===== src/rtl/core/mabh_pkg.sv =====
// Shared types and constants of the memory access bin histogram.
// No dependencies; every module of the block imports this package.
`timescale 1ns / 1ps
`default_nettype none

package mabh_pkg;

   // Field widths
   localparam int ADDR_W   = 40;
   localparam int MB_SHIFT = 20;
   localparam int NUM_W    = ADDR_W - MB_SHIFT;
   localparam int BSZ_W    = 12;
   localparam int PERIOD_W = 32;
   localparam int CNT_W    = 32;
   localparam int TOT_W    = 64;
   localparam int DBIN_W   = 4;

   // Configuration port
   localparam int CSR_IDX_W  = 2;
   localparam int CSR_DATA_W = 32;
   localparam logic [CSR_IDX_W-1:0] CSR_ENABLE   = 2'd0;
   localparam logic [CSR_IDX_W-1:0] CSR_BIN_SIZE = 2'd1;
   localparam logic [CSR_IDX_W-1:0] CSR_PERIOD   = 2'd2;

   localparam logic [BSZ_W-1:0]    BIN_SIZE_RST = 12'd16;
   localparam logic [PERIOD_W-1:0] PERIOD_RST   = 32'd100;

   // Default geometry
   localparam int NUM_CORES_DEF = 2;
   localparam int NUM_BINS_DEF  = 16;

   // Front-to-back queue
   localparam int QUEUE_DEPTH = 4;
   localparam int QPTR_W      = 2;

   typedef struct packed {
      logic             dump;    // dump and clear all bins first
      logic             bin_op;  // then bump one bin
      logic             kern;
      logic             core;
      logic [NUM_W-1:0] num;     // address in MiB units
      logic [TOT_W-1:0] total;   // total including this access
      logic [TOT_W-1:0] io_cnt;  // I/O total before this access
   } mabh_entry_type;

   typedef struct packed {
      logic full;
      logic clearing;
   } mabh_stall_type;

   typedef enum logic [2:0] {
      ST_CLEAR,
      ST_IDLE,
      ST_SCAN,
      ST_TAIL,
      ST_DIV,
      ST_WR
   } mabh_state_type;

endpackage

`default_nettype wire


===== src/rtl/core/memory_access_bin_histogram_core.sv =====
// Memory access bin histogram, top level over mabh_front, mabh_queue, mabh_back; uses mabh_pkg.
// Flow: an access that neither dumps nor bins is not queued; a binned access holds the back
// end through pop, bit-serial divide and bin write.
// Dump: a dump pops, scans all 2^(1+log2(NUM_CORES)+log2(NUM_BINS)) bins (64), then marks the last record.
// Reset: synchronous; a clearing pass zeroes the bins, no beat accepted meanwhile.
`timescale 1ns / 1ps
`default_nettype none

module memory_access_bin_histogram_core #(
   parameter int NUM_CORES = mabh_pkg::NUM_CORES_DEF,
   parameter int NUM_BINS  = mabh_pkg::NUM_BINS_DEF
) (
   input  wire logic                            clock,
   input  wire logic                            reset,
   // configuration writes, only while the block is idle
   input  wire logic                            csr_write_enable,
   input  wire logic [mabh_pkg::CSR_IDX_W-1:0]  csr_index,
   input  wire logic [mabh_pkg::CSR_DATA_W-1:0] csr_write_data,
   // access beats
   input  wire logic                            req_valid,
   output logic                                 req_ready,
   input  wire logic                            req_core_id,
   input  wire logic [mabh_pkg::ADDR_W-1:0]     req_physical_address,
   input  wire logic                            req_io_access,
   input  wire logic                            req_kernel_mode,
   // dump record beats
   output logic                                 rsp_valid,
   input  wire logic                            rsp_ready,
   output logic                                 rsp_dump_core,
   output logic                                 rsp_dump_kernel,
   output logic [mabh_pkg::DBIN_W-1:0]          rsp_dump_bin,
   output logic [mabh_pkg::CNT_W-1:0]           rsp_dump_count,
   output logic [mabh_pkg::TOT_W-1:0]           rsp_total_accesses,
   output logic [mabh_pkg::TOT_W-1:0]           rsp_io_accesses,
   output logic                                 rsp_last_record
);
   import mabh_pkg::*;

   // The front end keeps the config registers and all running totals, so
   // every snapshot a dump needs travels with the queued access. Only
   // accesses that dump or bin are queued.
   mabh_stall_type   stall;
   logic             q_full, back_clearing;
   logic             q_push, q_pop, q_not_empty;
   mabh_entry_type   q_in, q_out;
   logic [BSZ_W-1:0] bin_size;

   assign stall = '{full: q_full, clearing: back_clearing};

   mabh_front #(
      .NUM_CORES (NUM_CORES),
      .NUM_BINS  (NUM_BINS)
   ) u_front (
      .clock                (clock),
      .reset                (reset),
      .csr_write_enable     (csr_write_enable),
      .csr_index            (csr_index),
      .csr_write_data       (csr_write_data),
      .req_valid            (req_valid),
      .req_ready            (req_ready),
      .req_core_id          (req_core_id),
      .req_physical_address (req_physical_address),
      .req_io_access        (req_io_access),
      .req_kernel_mode      (req_kernel_mode),
      .stall                (stall),
      .push                 (q_push),
      .push_entry           (q_in),
      .bin_size             (bin_size)
   );

   // Decouples the totals bookkeeping from the slow bin updates and dumps.
   mabh_queue u_queue (
      .clock      (clock),
      .reset      (reset),
      .push       (q_push),
      .push_entry (q_in),
      .pop        (q_pop),
      .pop_entry  (q_out),
      .not_empty  (q_not_empty),
      .full       (q_full)
   );

   // Back end: clearing pass, dump scan (one bin per cycle unless the
   // result register is stalled), divide, then bin read-modify-write.
   mabh_back #(
      .NUM_CORES (NUM_CORES),
      .NUM_BINS  (NUM_BINS)
   ) u_back (
      .clock              (clock),
      .reset              (reset),
      .q_valid            (q_not_empty),
      .q_entry            (q_out),
      .q_pop              (q_pop),
      .bin_size           (bin_size),
      .clearing           (back_clearing),
      .rsp_valid          (rsp_valid),
      .rsp_ready          (rsp_ready),
      .rsp_dump_core      (rsp_dump_core),
      .rsp_dump_kernel    (rsp_dump_kernel),
      .rsp_dump_bin       (rsp_dump_bin),
      .rsp_dump_count     (rsp_dump_count),
      .rsp_total_accesses (rsp_total_accesses),
      .rsp_io_accesses    (rsp_io_accesses),
      .rsp_last_record    (rsp_last_record)
   );

   // no access taken while the bin memory is being cleared
   a_no_req_in_clear: assert property (@(posedge clock) disable iff (reset)
      stall.clearing |-> !req_ready)
      else $error("access beat offered ready during clearing pass");

   // the front never pushes into a full queue
   a_no_overflow: assert property (@(posedge clock) disable iff (reset)
      stall.full |-> !q_push)
      else $error("push into full queue");

   // a zero count only appears as the single record of an empty dump
   a_zero_is_last: assert property (@(posedge clock) disable iff (reset)
      (rsp_valid && (rsp_dump_count == '0)) |-> rsp_last_record)
      else $error("zero-count record not marked last");

   // the back end does not drain the queue during the clearing pass
   a_no_pop_in_clear: assert property (@(posedge clock) disable iff (reset)
      stall.clearing |-> !q_pop)
      else $error("queue popped during clearing pass");

endmodule

`default_nettype wire


===== src/rtl/core/mabh_front.sv =====
// Front end: config registers, input handshake, running totals, classification.
// Depends on mabh_pkg; feeds mabh_queue.
`timescale 1ns / 1ps
`default_nettype none

module mabh_front #(
   parameter int NUM_CORES = mabh_pkg::NUM_CORES_DEF,
   parameter int NUM_BINS  = mabh_pkg::NUM_BINS_DEF
) (
   input  wire logic                            clock,
   input  wire logic                            reset,
   input  wire logic                            csr_write_enable,
   input  wire logic [mabh_pkg::CSR_IDX_W-1:0]  csr_index,
   input  wire logic [mabh_pkg::CSR_DATA_W-1:0] csr_write_data,
   input  wire logic                            req_valid,
   output logic                                 req_ready,
   input  wire logic                            req_core_id,
   input  wire logic [mabh_pkg::ADDR_W-1:0]     req_physical_address,
   input  wire logic                            req_io_access,
   input  wire logic                            req_kernel_mode,
   input  mabh_pkg::mabh_stall_type             stall,
   output logic                                 push,
   output mabh_pkg::mabh_entry_type             push_entry,
   output logic [mabh_pkg::BSZ_W-1:0]           bin_size
);
   import mabh_pkg::*;

   localparam int LIM_W = BSZ_W + $clog2(NUM_BINS + 1);
   localparam int CMP_W = (LIM_W > NUM_W) ? LIM_W : NUM_W;

   logic                enable_ff, enable_in;
   logic [BSZ_W-1:0]    bsz_ff, bsz_in;
   logic [LIM_W-1:0]    lim_ff, lim_in;
   logic [PERIOD_W-1:0] period_ff, period_in;
   logic [PERIOD_W-1:0] pcount_ff, pcount_in;
   logic [TOT_W-1:0]    total_ff, total_in;
   logic [TOT_W-1:0]    io_ff, io_in;

   logic                accept, count, dump_hit, core_ok, bin_ok;
   logic [PERIOD_W-1:0] pcount_inc;
   logic [TOT_W-1:0]    total_inc;
   logic [NUM_W-1:0]    num;

   assign req_ready  = !stall.full && !stall.clearing;
   assign accept     = req_valid && req_ready;
   assign count      = accept && enable_ff;
   assign pcount_inc = pcount_ff + 32'd1;
   assign dump_hit   = pcount_inc >= period_ff;
   assign total_inc  = total_ff + 64'd1;
   assign num        = req_physical_address[ADDR_W-1:MB_SHIFT];
   assign core_ok    = (NUM_CORES > 1) || !req_core_id;
   // bin size zero gives a zero limit, so nothing gets binned
   assign bin_ok     = !req_io_access && core_ok && (CMP_W'(num) < CMP_W'(lim_ff));
   assign bin_size   = bsz_ff;

   assign push              = count && (dump_hit || bin_ok);
   assign push_entry.dump   = dump_hit;
   assign push_entry.bin_op = bin_ok;
   assign push_entry.kern   = req_kernel_mode;
   assign push_entry.core   = req_core_id;
   assign push_entry.num    = num;
   assign push_entry.total  = total_inc;
   assign push_entry.io_cnt = io_ff;

   always_comb begin
      enable_in = enable_ff;
      bsz_in    = bsz_ff;
      lim_in    = lim_ff;
      period_in = period_ff;
      pcount_in = pcount_ff;
      total_in  = total_ff;
      io_in     = io_ff;
      if (csr_write_enable) begin
         case (csr_index)
            CSR_ENABLE: begin
               enable_in = csr_write_data[0];
            end
            CSR_BIN_SIZE: begin
               bsz_in = csr_write_data[BSZ_W-1:0];
               lim_in = LIM_W'(csr_write_data[BSZ_W-1:0]) * LIM_W'(NUM_BINS);
            end
            CSR_PERIOD: begin
               period_in = csr_write_data[PERIOD_W-1:0];
            end
            default: begin
            end
         endcase
      end
      if (count) begin
         total_in  = total_inc;
         pcount_in = dump_hit ? '0 : pcount_inc;
         if (req_io_access) begin
            io_in = io_ff + 64'd1;
         end
      end
   end

   always_ff @(posedge clock) begin
      if (reset) begin
         enable_ff <= 1'b0;
         bsz_ff    <= BIN_SIZE_RST;
         lim_ff    <= LIM_W'(BIN_SIZE_RST) * LIM_W'(NUM_BINS);
         period_ff <= PERIOD_RST;
         pcount_ff <= '0;
         total_ff  <= '0;
         io_ff     <= '0;
      end else begin
         enable_ff <= enable_in;
         bsz_ff    <= bsz_in;
         lim_ff    <= lim_in;
         period_ff <= period_in;
         pcount_ff <= pcount_in;
         total_ff  <= total_in;
         io_ff     <= io_in;
      end
   end

endmodule

`default_nettype wire


===== src/rtl/core/mabh_queue.sv =====
// Short FIFO of classified accesses between front and back end.
// Depends on mabh_pkg for the entry type and depth.
`timescale 1ns / 1ps
`default_nettype none

module mabh_queue (
   input  wire logic                clock,
   input  wire logic                reset,
   input  wire logic                push,
   input  mabh_pkg::mabh_entry_type push_entry,
   input  wire logic                pop,
   output mabh_pkg::mabh_entry_type pop_entry,
   output logic                     not_empty,
   output logic                     full
);
   import mabh_pkg::*;

   mabh_entry_type    entries_ff [QUEUE_DEPTH];
   logic [QPTR_W-1:0] wr_ptr_ff, wr_ptr_in;
   logic [QPTR_W-1:0] rd_ptr_ff, rd_ptr_in;
   logic [QPTR_W:0]   count_ff, count_in;
   logic              do_push, do_pop;

   assign full      = count_ff == (QPTR_W + 1)'(QUEUE_DEPTH);
   assign not_empty = count_ff != '0;
   assign do_push   = push && !full;
   assign do_pop    = pop && not_empty;
   assign pop_entry = entries_ff[rd_ptr_ff];

   always_comb begin
      wr_ptr_in = do_push ? wr_ptr_ff + 1'b1 : wr_ptr_ff;
      rd_ptr_in = do_pop ? rd_ptr_ff + 1'b1 : rd_ptr_ff;
      count_in  = count_ff;
      if (do_push && !do_pop) begin
         count_in = count_ff + 1'b1;
      end else if (do_pop && !do_push) begin
         count_in = count_ff - 1'b1;
      end
   end

   always_ff @(posedge clock) begin
      if (reset) begin
         wr_ptr_ff <= '0;
         rd_ptr_ff <= '0;
         count_ff  <= '0;
      end else begin
         wr_ptr_ff <= wr_ptr_in;
         rd_ptr_ff <= rd_ptr_in;
         count_ff  <= count_in;
      end
   end

   always_ff @(posedge clock) begin
      if (do_push) begin
         entries_ff[wr_ptr_ff] <= push_entry;
      end
   end

endmodule

`default_nettype wire


===== src/rtl/core/mabh_back.sv =====
// Back end: bin memory, clearing pass, dump scan, bit-serial bin divider,
// bin read-modify-write and the result register. Depends on mabh_pkg.
`timescale 1ns / 1ps
`default_nettype none

module mabh_back #(
   parameter int NUM_CORES = mabh_pkg::NUM_CORES_DEF,
   parameter int NUM_BINS  = mabh_pkg::NUM_BINS_DEF
) (
   input  wire logic                        clock,
   input  wire logic                        reset,
   input  wire logic                        q_valid,
   input  mabh_pkg::mabh_entry_type         q_entry,
   output logic                             q_pop,
   input  wire logic [mabh_pkg::BSZ_W-1:0]  bin_size,
   output logic                             clearing,
   output logic                             rsp_valid,
   input  wire logic                        rsp_ready,
   output logic                             rsp_dump_core,
   output logic                             rsp_dump_kernel,
   output logic [mabh_pkg::DBIN_W-1:0]      rsp_dump_bin,
   output logic [mabh_pkg::CNT_W-1:0]       rsp_dump_count,
   output logic [mabh_pkg::TOT_W-1:0]       rsp_total_accesses,
   output logic [mabh_pkg::TOT_W-1:0]       rsp_io_accesses,
   output logic                             rsp_last_record
);
   import mabh_pkg::*;

   localparam int CORE_W    = (NUM_CORES > 1) ? $clog2(NUM_CORES) : 1;
   localparam int BIN_W     = (NUM_BINS > 1) ? $clog2(NUM_BINS) : 1;
   localparam int MEM_AW    = 1 + CORE_W + BIN_W;
   localparam int MEM_DEPTH = 1 << MEM_AW;
   localparam int SH_W      = (BIN_W > 1) ? $clog2(BIN_W) : 1;
   localparam int RW        = ((BSZ_W + BIN_W) > NUM_W) ? (BSZ_W + BIN_W) : NUM_W;
   localparam int BP_W      = (BIN_W > DBIN_W) ? BIN_W : DBIN_W;
   localparam logic [MEM_AW-1:0] SCAN_LAST = MEM_AW'(MEM_DEPTH - 1);

   // address layout {user map, core, bin}: kernel map scans first
   logic [CNT_W-1:0]  bin_mem [MEM_DEPTH];
   logic [CNT_W-1:0]  rd_data_ff;
   logic [MEM_AW-1:0] rd_addr;
   logic              mem_we;
   logic [MEM_AW-1:0] mem_waddr;
   logic [CNT_W-1:0]  mem_wdata;

   mabh_state_type    state_ff, state_in;
   mabh_entry_type    ent_ff, ent_in;
   logic [MEM_AW-1:0] scan_ff, scan_in;
   logic [NUM_W-1:0]  rem_ff, rem_in;
   logic [BIN_W-1:0]  quo_ff, quo_in;
   logic [SH_W-1:0]   step_ff, step_in;
   logic              hold_vld_ff, hold_vld_in;
   logic [MEM_AW-1:0] hold_addr_ff, hold_addr_in;
   logic [CNT_W-1:0]  hold_cnt_ff, hold_cnt_in;
   logic              rsp_valid_ff, rsp_valid_in;

   logic              rsp_core_ff, rsp_kern_ff, rsp_last_ff;
   logic [DBIN_W-1:0] rsp_bin_ff;
   logic [CNT_W-1:0]  rsp_cnt_ff;
   logic [TOT_W-1:0]  rsp_total_ff, rsp_io_ff;

   logic              out_free, out_load, out_empty, out_last;
   logic [MEM_AW-1:0] out_addr;
   logic [CNT_W-1:0]  out_cnt;
   logic [CORE_W-1:0] out_core_idx;
   logic [BP_W-1:0]   out_bin_pad;

   logic [RW-1:0]     dsh;
   logic              ge;
   logic [NUM_W-1:0]  rem_next;
   logic [BIN_W-1:0]  quo_next;
   logic              nz;

   assign out_free     = !rsp_valid_ff || rsp_ready;
   assign out_core_idx = out_addr[BIN_W +: CORE_W];
   assign out_bin_pad  = BP_W'(out_addr[BIN_W-1:0]);
   assign nz           = rd_data_ff != '0;

   // one quotient bit per cycle, MSB first
   assign dsh      = RW'(bin_size) << step_ff;
   assign ge       = RW'(rem_ff) >= dsh;
   assign rem_next = ge ? (rem_ff - dsh[NUM_W-1:0]) : rem_ff;
   assign quo_next = BIN_W'({quo_ff, ge});

   assign clearing = state_ff == ST_CLEAR;

   always_comb begin
      state_in     = state_ff;
      ent_in       = ent_ff;
      scan_in      = scan_ff;
      rem_in       = rem_ff;
      quo_in       = quo_ff;
      step_in      = step_ff;
      hold_vld_in  = hold_vld_ff;
      hold_addr_in = hold_addr_ff;
      hold_cnt_in  = hold_cnt_ff;
      q_pop        = 1'b0;
      rd_addr      = scan_ff;
      mem_we       = 1'b0;
      mem_waddr    = scan_ff;
      mem_wdata    = '0;
      out_load     = 1'b0;
      out_empty    = 1'b0;
      out_last     = 1'b0;
      out_addr     = hold_addr_ff;
      out_cnt      = hold_cnt_ff;

      case (state_ff)
         ST_CLEAR: begin
            mem_we  = 1'b1;
            scan_in = scan_ff + 1'b1;
            if (scan_ff == SCAN_LAST) begin
               state_in = ST_IDLE;
            end
         end
         ST_IDLE: begin
            if (q_valid) begin
               q_pop  = 1'b1;
               ent_in = q_entry;
               if (q_entry.dump) begin
                  scan_in  = '0;
                  rd_addr  = '0;
                  state_in = ST_SCAN;
               end else if (q_entry.bin_op) begin
                  rem_in   = q_entry.num;
                  quo_in   = '0;
                  step_in  = SH_W'(BIN_W - 1);
                  state_in = ST_DIV;
               end
            end
         end
         ST_SCAN: begin
            // rd_data_ff holds the entry at scan_ff; the newest nonzero bin
            // is held back so the final one can carry the last mark
            if (!nz || !hold_vld_ff || out_free) begin
               mem_we  = 1'b1;
               rd_addr = scan_ff + 1'b1;
               scan_in = scan_ff + 1'b1;
               if (nz) begin
                  out_load     = hold_vld_ff;
                  hold_vld_in  = 1'b1;
                  hold_addr_in = scan_ff;
                  hold_cnt_in  = rd_data_ff;
               end
               if (scan_ff == SCAN_LAST) begin
                  state_in = ST_TAIL;
               end
            end
         end
         ST_TAIL: begin
            if (out_free) begin
               out_load    = 1'b1;
               out_last    = 1'b1;
               out_empty   = !hold_vld_ff;
               hold_vld_in = 1'b0;
               if (ent_ff.bin_op) begin
                  rem_in   = ent_ff.num;
                  quo_in   = '0;
                  step_in  = SH_W'(BIN_W - 1);
                  state_in = ST_DIV;
               end else begin
                  state_in = ST_IDLE;
               end
            end
         end
         ST_DIV: begin
            rem_in = rem_next;
            quo_in = quo_next;
            if (step_ff == '0) begin
               rd_addr  = {!ent_ff.kern, CORE_W'(ent_ff.core), quo_next};
               state_in = ST_WR;
            end else begin
               step_in = step_ff - 1'b1;
            end
         end
         ST_WR: begin
            mem_we    = 1'b1;
            mem_waddr = {!ent_ff.kern, CORE_W'(ent_ff.core), quo_ff};
            mem_wdata = rd_data_ff + 32'd1;
            state_in  = ST_IDLE;
         end
         default: begin
            state_in = ST_IDLE;
         end
      endcase

      rsp_valid_in = (rsp_valid_ff && !rsp_ready) || out_load;
   end

   always_ff @(posedge clock) begin
      if (reset) begin
         state_ff     <= ST_CLEAR;
         scan_ff      <= '0;
         hold_vld_ff  <= 1'b0;
         rsp_valid_ff <= 1'b0;
      end else begin
         state_ff     <= state_in;
         scan_ff      <= scan_in;
         hold_vld_ff  <= hold_vld_in;
         rsp_valid_ff <= rsp_valid_in;
      end
   end

   always_ff @(posedge clock) begin
      ent_ff       <= ent_in;
      rem_ff       <= rem_in;
      quo_ff       <= quo_in;
      step_ff      <= step_in;
      hold_addr_ff <= hold_addr_in;
      hold_cnt_ff  <= hold_cnt_in;
      if (out_load) begin
         rsp_core_ff  <= out_empty ? 1'b0 : out_core_idx[0];
         rsp_kern_ff  <= out_empty ? 1'b0 : !out_addr[MEM_AW-1];
         rsp_bin_ff   <= out_empty ? '0 : out_bin_pad[DBIN_W-1:0];
         rsp_cnt_ff   <= out_empty ? '0 : out_cnt;
         rsp_total_ff <= ent_ff.total;
         rsp_io_ff    <= ent_ff.io_cnt;
         rsp_last_ff  <= out_last;
      end
   end

   always_ff @(posedge clock) begin
      if (mem_we) begin
         bin_mem[mem_waddr] <= mem_wdata;
      end
      rd_data_ff <= bin_mem[rd_addr];
   end

   assign rsp_valid          = rsp_valid_ff;
   assign rsp_dump_core      = rsp_core_ff;
   assign rsp_dump_kernel    = rsp_kern_ff;
   assign rsp_dump_bin       = rsp_bin_ff;
   assign rsp_dump_count     = rsp_cnt_ff;
   assign rsp_total_accesses = rsp_total_ff;
   assign rsp_io_accesses    = rsp_io_ff;
   assign rsp_last_record    = rsp_last_ff;

endmodule

`default_nettype wire


===== config.mk =====
export PLATFORM = sky130hd
export DESIGN_NAME = memory_access_bin_histogram_core
export DESIGN_NICKNAME = d
export VERILOG_FILES = /design/src/rtl/core/mabh_pkg.sv /design/src/rtl/core/memory_access_bin_histogram_core.sv /design/src/rtl/core/mabh_front.sv /design/src/rtl/core/mabh_queue.sv /design/src/rtl/core/mabh_back.sv
export SDC_FILE = /design/constraint.sdc
export NUM_CORES = 2
export LEC_CHECK = 0
export BUFFER_PORTS_ARGS = -buffer_cell sky130_fd_sc_hd__buf_2
export CAP_MARGIN = 10
export CORE_MARGIN = 2
export CORE_UTILIZATION = 57
export CTS_BUF_LIST = sky130_fd_sc_hd__clkbuf_8 sky130_fd_sc_hd__clkbuf_16
export DETAILED_ROUTE_END_ITERATION = 16
export GPL_TIMING_DRIVEN = 0
export PLACE_DENSITY = 0.75
export SLEW_MARGIN = 10
export SYNTH_ARGS = -nofsm -noshare
export SYNTH_HDL_FRONTEND = slang
export SYNTH_HIERARCHICAL = 1
export SYNTH_SLANG_ARGS = --single-unit

===== constraint.sdc =====
create_clock -name clock -period 27.4 [get_ports clock]
set_input_delay 2.74 -clock clock [delete_from_list [all_inputs] [get_ports clock]]
set_output_delay 2.74 -clock clock [all_outputs]
set_load 0.05 [all_outputs]

---- After elaboration in Yosys (flattened, before gate mapping) ----
Memory sizes are Yosys's and may differ from the RTL's. A register that Yosys moved wholly into a read port is not among the register bits.
Cells that the tools add are included.
word-level totals
  memories kept ........................... 2
  output and inout bits ................... 169
  bits in writable memories ............... 2656
  bits in registers ....................... 605
  word-level logic and storage cells ...... 178
memory list
  name                words  bits a word  rd ports  clocked after Yosys merged registers in  write ports  RTL line          source
  u_back.bin_mem      64     32           1         1                                        1            mabh_back.sv:39   logic [CNT_W-1:0] bin_mem [MEM_DEPTH];
  u_queue.entries_ff  4      152          1         1                                        1            mabh_queue.sv:18  mabh_entry_type entries_ff [QUEUE_DEPTH];
cells by class
  $lt $le $gt $ge ......................... 3
  muxes and demuxes ....................... 61
  shift-type cells ........................ 1
  eq/ne operators ......................... 22
  reductions and logical operators ........ 47
  add/subtract/negate cells ............... 11
operators by type and width
  kind                                                                     count
  64-bit by 1-bit adder with 64-bit output, second input constant          2
  20-bit 2-to-1 mux                                                        6
  32-bit by 1-bit adder with 32-bit output, second input constant          2
  32-bit 2-to-1 mux                                                        2
  20-bit case mux with 3 select lines                                      1
  6-bit case mux with 3 select lines                                       2
  3-bit 2-to-1 mux                                                         11
  32-bit >= comparator                                                     1
  32-bit nonzero test                                                      1
  6-bit 2-to-1 mux                                                         5
  7-bit AND reduction                                                      3
  20-bit >= comparator                                                     1
  20-bit by 16-bit < comparator with 1-bit output                          1
  4-bit 2-to-1 mux                                                         5
  12-bit by 2-bit left shift with 20-bit output                            1
  20-bit subtractor                                                        1
  2-bit by 1-bit inequality test with 1-bit output, second input constant  9
  2-bit 2-to-1 mux                                                         8
  1-bit 2-to-1 mux                                                         15
  3-bit case mux with 5 select lines                                       1
  4-bit case mux with 3 select lines                                       1
  1-bit zero test                                                          11
  1-bit logical AND                                                        10
  2-bit AND reduction                                                      5
  24 further kinds                                                         40

---- Depth between registers and ports, before layout ----
  depth after elaboration ................. 11
  depth in mapped cells ................... 24
  mapped depth without buffers ............ 22

---- Hierarchy ----
Netlist, hierarchy kept.
by module, submodules not included
  module      sequential area each (µm²)  times used  cells an instance  area each (µm²)
  mabh_back   73830.8                     1           6065               97668.7
  mabh_queue  18437.7                     1           842                22363.9
  mabh_front  4103.9                      1           1473               11601.1

---- Worst setup path before layout ----
No wires, ideal clock.
  kind .................................... input to register
  start ................................... in rsp_ready
  end ..................................... reg u_back.rsp_bin_ff[0] (netlist: u_back/rsp_dump_bin[0]) (enable)
  setup time .............................. 0.717 ns
  slack ................................... 16.041 ns
  data required time ...................... 26.683 ns
  stages .................................. 4
  arrival time ............................ 10.642 ns
  path through ............................ nor2b_1 -> clkbuf_1 -> or3_1 -> nor2b_1
on the way
  cells in the longest elaborated chain, start to end .. 4
  elaborated cells between the ends (all ways) .. 5
  those cells by class .................... 3 x mux; 2 x reduce/logical
RTL lines
  what                                    RTL line                                source
  from (decl)                             memory_access_bin_histogram_core.sv:28  input wire logic rsp_ready,
  1-bit logical OR (*)                    mabh_back.sv:74                         assign out_free = !rsp_valid_ff || rsp_ready;
  1-bit logical OR                        mabh_back.sv:135                        if (!nz || !hold_vld_ff || out_free) begin
  1-bit 2-to-1 mux                        mabh_back.sv:135
  1-bit case mux with 2 select lines (*)  mabh_back.sv:108                        case (state_ff)
  via u_back.out_load                     mabh_back.sv:62                         logic out_free, out_load, out_empty, out_last;
  to (signal assigned)                    mabh_back.sv:214                        rsp_bin_ff <= out_empty ? '0 : out_bin_pad[DBIN_W-1:0];
  to (decl)                               mabh_back.sv:58                         logic [DBIN_W-1:0] rsp_bin_ff;
Mark *: on every way through the listed nets, which the timed path passes. The rest lies on a longest branch.
A chain may end at the register's enable or synchronous reset.

---- Final worst setup path ----
  start ................................... in rsp_ready
  end ..................................... reg u_back.rd_data_ff[13] (read register of u_back.bin_mem)
on the way
  cells in the longest elaborated chain, start to end .. 4
RTL lines
  what                                RTL line          source
  1-bit logical OR                    mabh_back.sv:74
  1-bit logical OR                    mabh_back.sv:135
  6-bit 2-to-1 mux                    --
  6-bit case mux with 3 select lines  mabh_back.sv:108
  to (decl)                           mabh_back.sv:40   logic [CNT_W-1:0] rd_data_ff;
No other way between the ends.

==> impl_metrics.env <==
export IMPL_worst_pin_slew_ns=1.45
export IMPL_initial_core_util_pct=57.3
export IMPL_fin_hold_ws_ns=0.370
export IMPL_wl_per_cell_um=30.0
export IMPL_crit_arrival_ns=8.80
export IMPL_finalWorstSetupSlack_ns=19.20
export IMPL_cts_buffer_depth=4
export IMPL_r2r_start="u_back/step_ff[0]"
export IMPL_ioPinCount=251
export IMPL_dr_first_iter_drc_count=11600
export IMPL_path_max_fanout=10
export IMPL_setup_viol=0
export IMPL_gp_routability_congestion=0.990
export IMPL_drive_gt1_share_pct=16.8
export IMPL_ff2ff_path_depth=17
export IMPL_grt_usage_pct=31.2
export IMPL_post_cts_buffers=0
export IMPL_cp_start_kind="primary input"
export IMPL_dp_slack_ns=18.46
export IMPL_final_antenna_net_count=0
export IMPL_synth_flop_cell="edfxtp_1"
export IMPL_ys_seq_elements=3295
export IMPL_crit_chain="buf_2 > nor2b_1 > clkbuf_1 > nand2_1 > a21o_1 > buf_6 > a31oi_1 > buf_2 > o21ai_4 > buf_4 > buf_4 > nand3_1 > clkbuf_1 > o22ai_1 > nor4_1 > nand4_1"
export IMPL_fmax_ghz=0.122
export IMPL_rrSetupSlack_ns=20.00
export IMPL_rsz0062_at_grt="no"
export IMPL_post_cts_resized=0
export IMPL_p_leak_uw=0.0515
export IMPL_min_path_type="reg -> reg"
export IMPL_numClockSinks=3295
export IMPL_dieArea_um2=235000
export IMPL_area_delta_synth_final_pct=15.1
export IMPL_slew_headroom_pct=2.22
export IMPL_finalHoldViolCount=0
export IMPL_cts_tree="built"
export IMPL_fin_skew_ns=0.0697
export IMPL_routed_wl_mm=372
export IMPL_grt_max_degree=61
export IMPL_synth_warnings=6
export IMPL_power_density_nw_per_um2=72.0
export IMPL_critical_path_class="in -> reg"
export IMPL_netlist_area_um2=132000
export IMPL_clk_pin_slew_ns=0.06
export IMPL_vias_per_cell=6.50
export IMPL_worstReg2RegEnd="u_back/rd_data_ff[13]"
export IMPL_die_h_um=485
export IMPL_ctsHoldBuffers=0
export IMPL_core_um2=230000
export IMPL_die_x_um=485
export IMPL_cts_root_buf="clkbuf_16"
export IMPL_seq_area_frac_synth_pct=73.2
export IMPL_async_reset_ff_share_pct=0
export IMPL_min_period_over_period_pct=29.9
export IMPL_cpPeakStageDelay_ns=1.07
export IMPL_worstHoldStart="u_back/ent_ff[48]"
export IMPL_fin_cells=12400
export IMPL_grt_pass1_wl_mm=532
export IMPL_ir_drop_mv=0.0765
export IMPL_dr_pass1_iters=9
export IMPL_status="finished with violations"
export IMPL_holdPathStages=0
export IMPL_antenna_found_initial=24
export IMPL_synth_edf_count=3038
export IMPL_syn_avg_cell_area_um2=15.7
export IMPL_endpoint_kind="flop"
export IMPL_critPathTopFamily="simple AND/OR/NAND/NOR gates"
export IMPL_cpMaxStageDelayCell="nor4_1"
export IMPL_synthDistinctLibCells=91
export IMPL_port_buffers=224
export IMPL_clk_latency_ns=0.98
export IMPL_violations="max-capacitance violations"
export IMPL_cts_htree_levels=5
export IMPL_cts_inserted_buffers=340
export IMPL_min_to="u_back/rsp_io_accesses[48]"
export IMPL_path_buf_inv=7
export IMPL_syn_inst=8380
export IMPL_nNetsFinal=9259
export IMPL_hpwl_mm=257
export IMPL_via_count=80500
export IMPL_period_needed_ns=8.20
export IMPL_placedCellCount=11800
export IMPL_finalMaxSlewViolations=0
export IMPL_startpoint="rsp_ready"
export IMPL_grt_overflow=0
export IMPL_max_cap_violations=1
export IMPL_drc=0
export IMPL_grt_pass1_vias=78600
export IMPL_finalSetupTns_ns=0
export IMPL_required_ns=28.00
export IMPL_synth_nets=8534
export IMPL_rows=176
-- placed cells by master (no fill, tap or decap), types with 89 or more instances in the layout --
cell type  count
mux4_2       152
buf_2        383
nor2_4        89
mux2i_1      546
xnor2_1      134
dfxtp_1      257
xor2_1       100
nor2_1       218
and3_1       286
edfxtp_1    3038
nand2_1      898
inv_1        250
a211oi_1     230
nand3_1      204
clkbuf_16    348
o211ai_1     248
buf_12        90
clkbuf_1     232
a21oi_1      165
mux2_2       116
buf_4         94
-- per-layer routing --
| layer | part of all wire, % | wire [um] | track usage [%] | vias up |
|---|---|---|---|---|
| met4 | 5.6 | 21000 | 15.9 | 24 |
| met2 | 46 | 170000 | 47.6 | 5241 |
| met1 | 36 | 134000 | 41.3 | 40400 |
| met3 | 13 | 47100 | 8.60 | 995 |
| li1 | - | - | - | 33800 |
| met5 | 0.047 | 173 | 0 | - |
-- how the worst max path moves through the flow --
stage	end	cells past startpoint
2_1_floorplan	u_back/rsp_dump_bin[0]	4
3_3_place_gp	u_back/rsp_io_accesses[36]	5
3_5_place_dp	u_back/rd_data_ff[2]	14
4_1_cts	u_back/rd_data_ff[2]	14
5_1_grt	u_back/rd_data_ff[7]	16
6_report	u_back/rd_data_ff[13]	16
-- power by group --
group | leakage, uW | internal (uW) | switching [uW]
registers | 0.0307 | 5480 | 54.3
logic | 0.0152 | 266 | 647
clock network | 0.00551 | 2590 | 1880
total | 0.0515 | 8330 | 2580
-- per-stage QoR --
step	power [uW]	util (%)	instance area, um^2
after floorplan	6110	-	132000
after global placement	6450	59.4	137000
after detailed placement	6510	61.2	141000
after CTS	10900	65.8	151000
after global routing	11200	65.9	151000
final	10900	65.9	151000
-- area by class of cell --
class | count | area [um^2]
Fill cell | 15300 | 78400
Multi-Input combinational cell | 4394 | 32900
Tap cell | 3026 | 3790
Clock inverter | 241 | 1870
Inverter | 176 | 661
Buffer | 515 | 2650
Antenna cell | 9 | 22.5
Sequential cell | 3295 | 96400
Timing Repair Buffer | 383 | 4370
Clock buffer | 355 | 8800
-- logic make-up (layout without fill, tap and decap cells) --
kind of cell               after synthesis  count (layout)  share of synthesized area, %
other                                    0               9                             0
DFF                                   3295            3295                          73.2
buffers and inverters                  691            1670                          2.51
AOI/OAI and AO/OA                     1039            1039                          5.87
muxes                                  851             851                          8.06
xor gates and xnor gates               234             234                          1.56
and+or+nand+nor                       2198            2198                          8.09
adders and majority gates               72              72                         0.696
-- sequential cells by signal (all words and copies together) (netlist names), 12 cells and up, named ones only --
name                       flops
u_queue/entries_ff           608
u_back/hold_cnt_ff            32
u_back/bin_mem              2048
u_back/rsp_io_accesses        64
u_back/rsp_dump_count         32
u_front/bin_size              12
u_back/rd_data_ff             32
u_front/total_ff              64
u_front/pcount_ff             32
u_front/period_ff             32
u_back/ent_ff                151
u_back/rsp_total_accesses     64
u_front/io_ff                 64
u_back/rem_ff                 20
-- cells in the mapped netlist (30+ instances only) --
| library cell | instances | area share (%) |
|---|---|---|
| dfxtp_1 | 257 | 3.9 |
| nand2_1 | 898 | 2.6 |
| or3_1 | 49 | 0.23 |
| nor3_1 | 60 | 0.23 |
| edfxtp_1 | 3038 | 69 |
| a311oi_1 | 40 | 0.27 |
| mux2_1 | 37 | 0.32 |
| buf_2 | 157 | 0.60 |
| and3_1 | 288 | 1.4 |
| xor2_1 | 100 | 0.67 |
| ha_1 | 70 | 0.67 |
| xnor2_1 | 134 | 0.89 |
| inv_1 | 174 | 0.50 |
| o211ai_1 | 248 | 1.4 |
| o21ai_0 | 82 | 0.31 |
| a21oi_1 | 173 | 0.66 |
| nor2b_1 | 47 | 0.22 |
| and4_1 | 35 | 0.23 |
| clkbuf_1 | 233 | 0.66 |
| mux2i_1 | 546 | 4.2 |
| nor4_1 | 103 | 0.49 |
| mux4_2 | 152 | 2.6 |
| buf_4 | 78 | 0.44 |
| nand3_1 | 204 | 0.78 |
| o2111a_1 | 42 | 0.36 |
| nor2_1 | 307 | 0.88 |
| a211oi_1 | 231 | 1.3 |
| nand4_1 | 76 | 0.36 |
| and2_1 | 60 | 0.29 |
| buf_6 | 30 | 0.26 |
| mux2_2 | 116 | 0.99 |
Power figures use the tool's default switching activity.
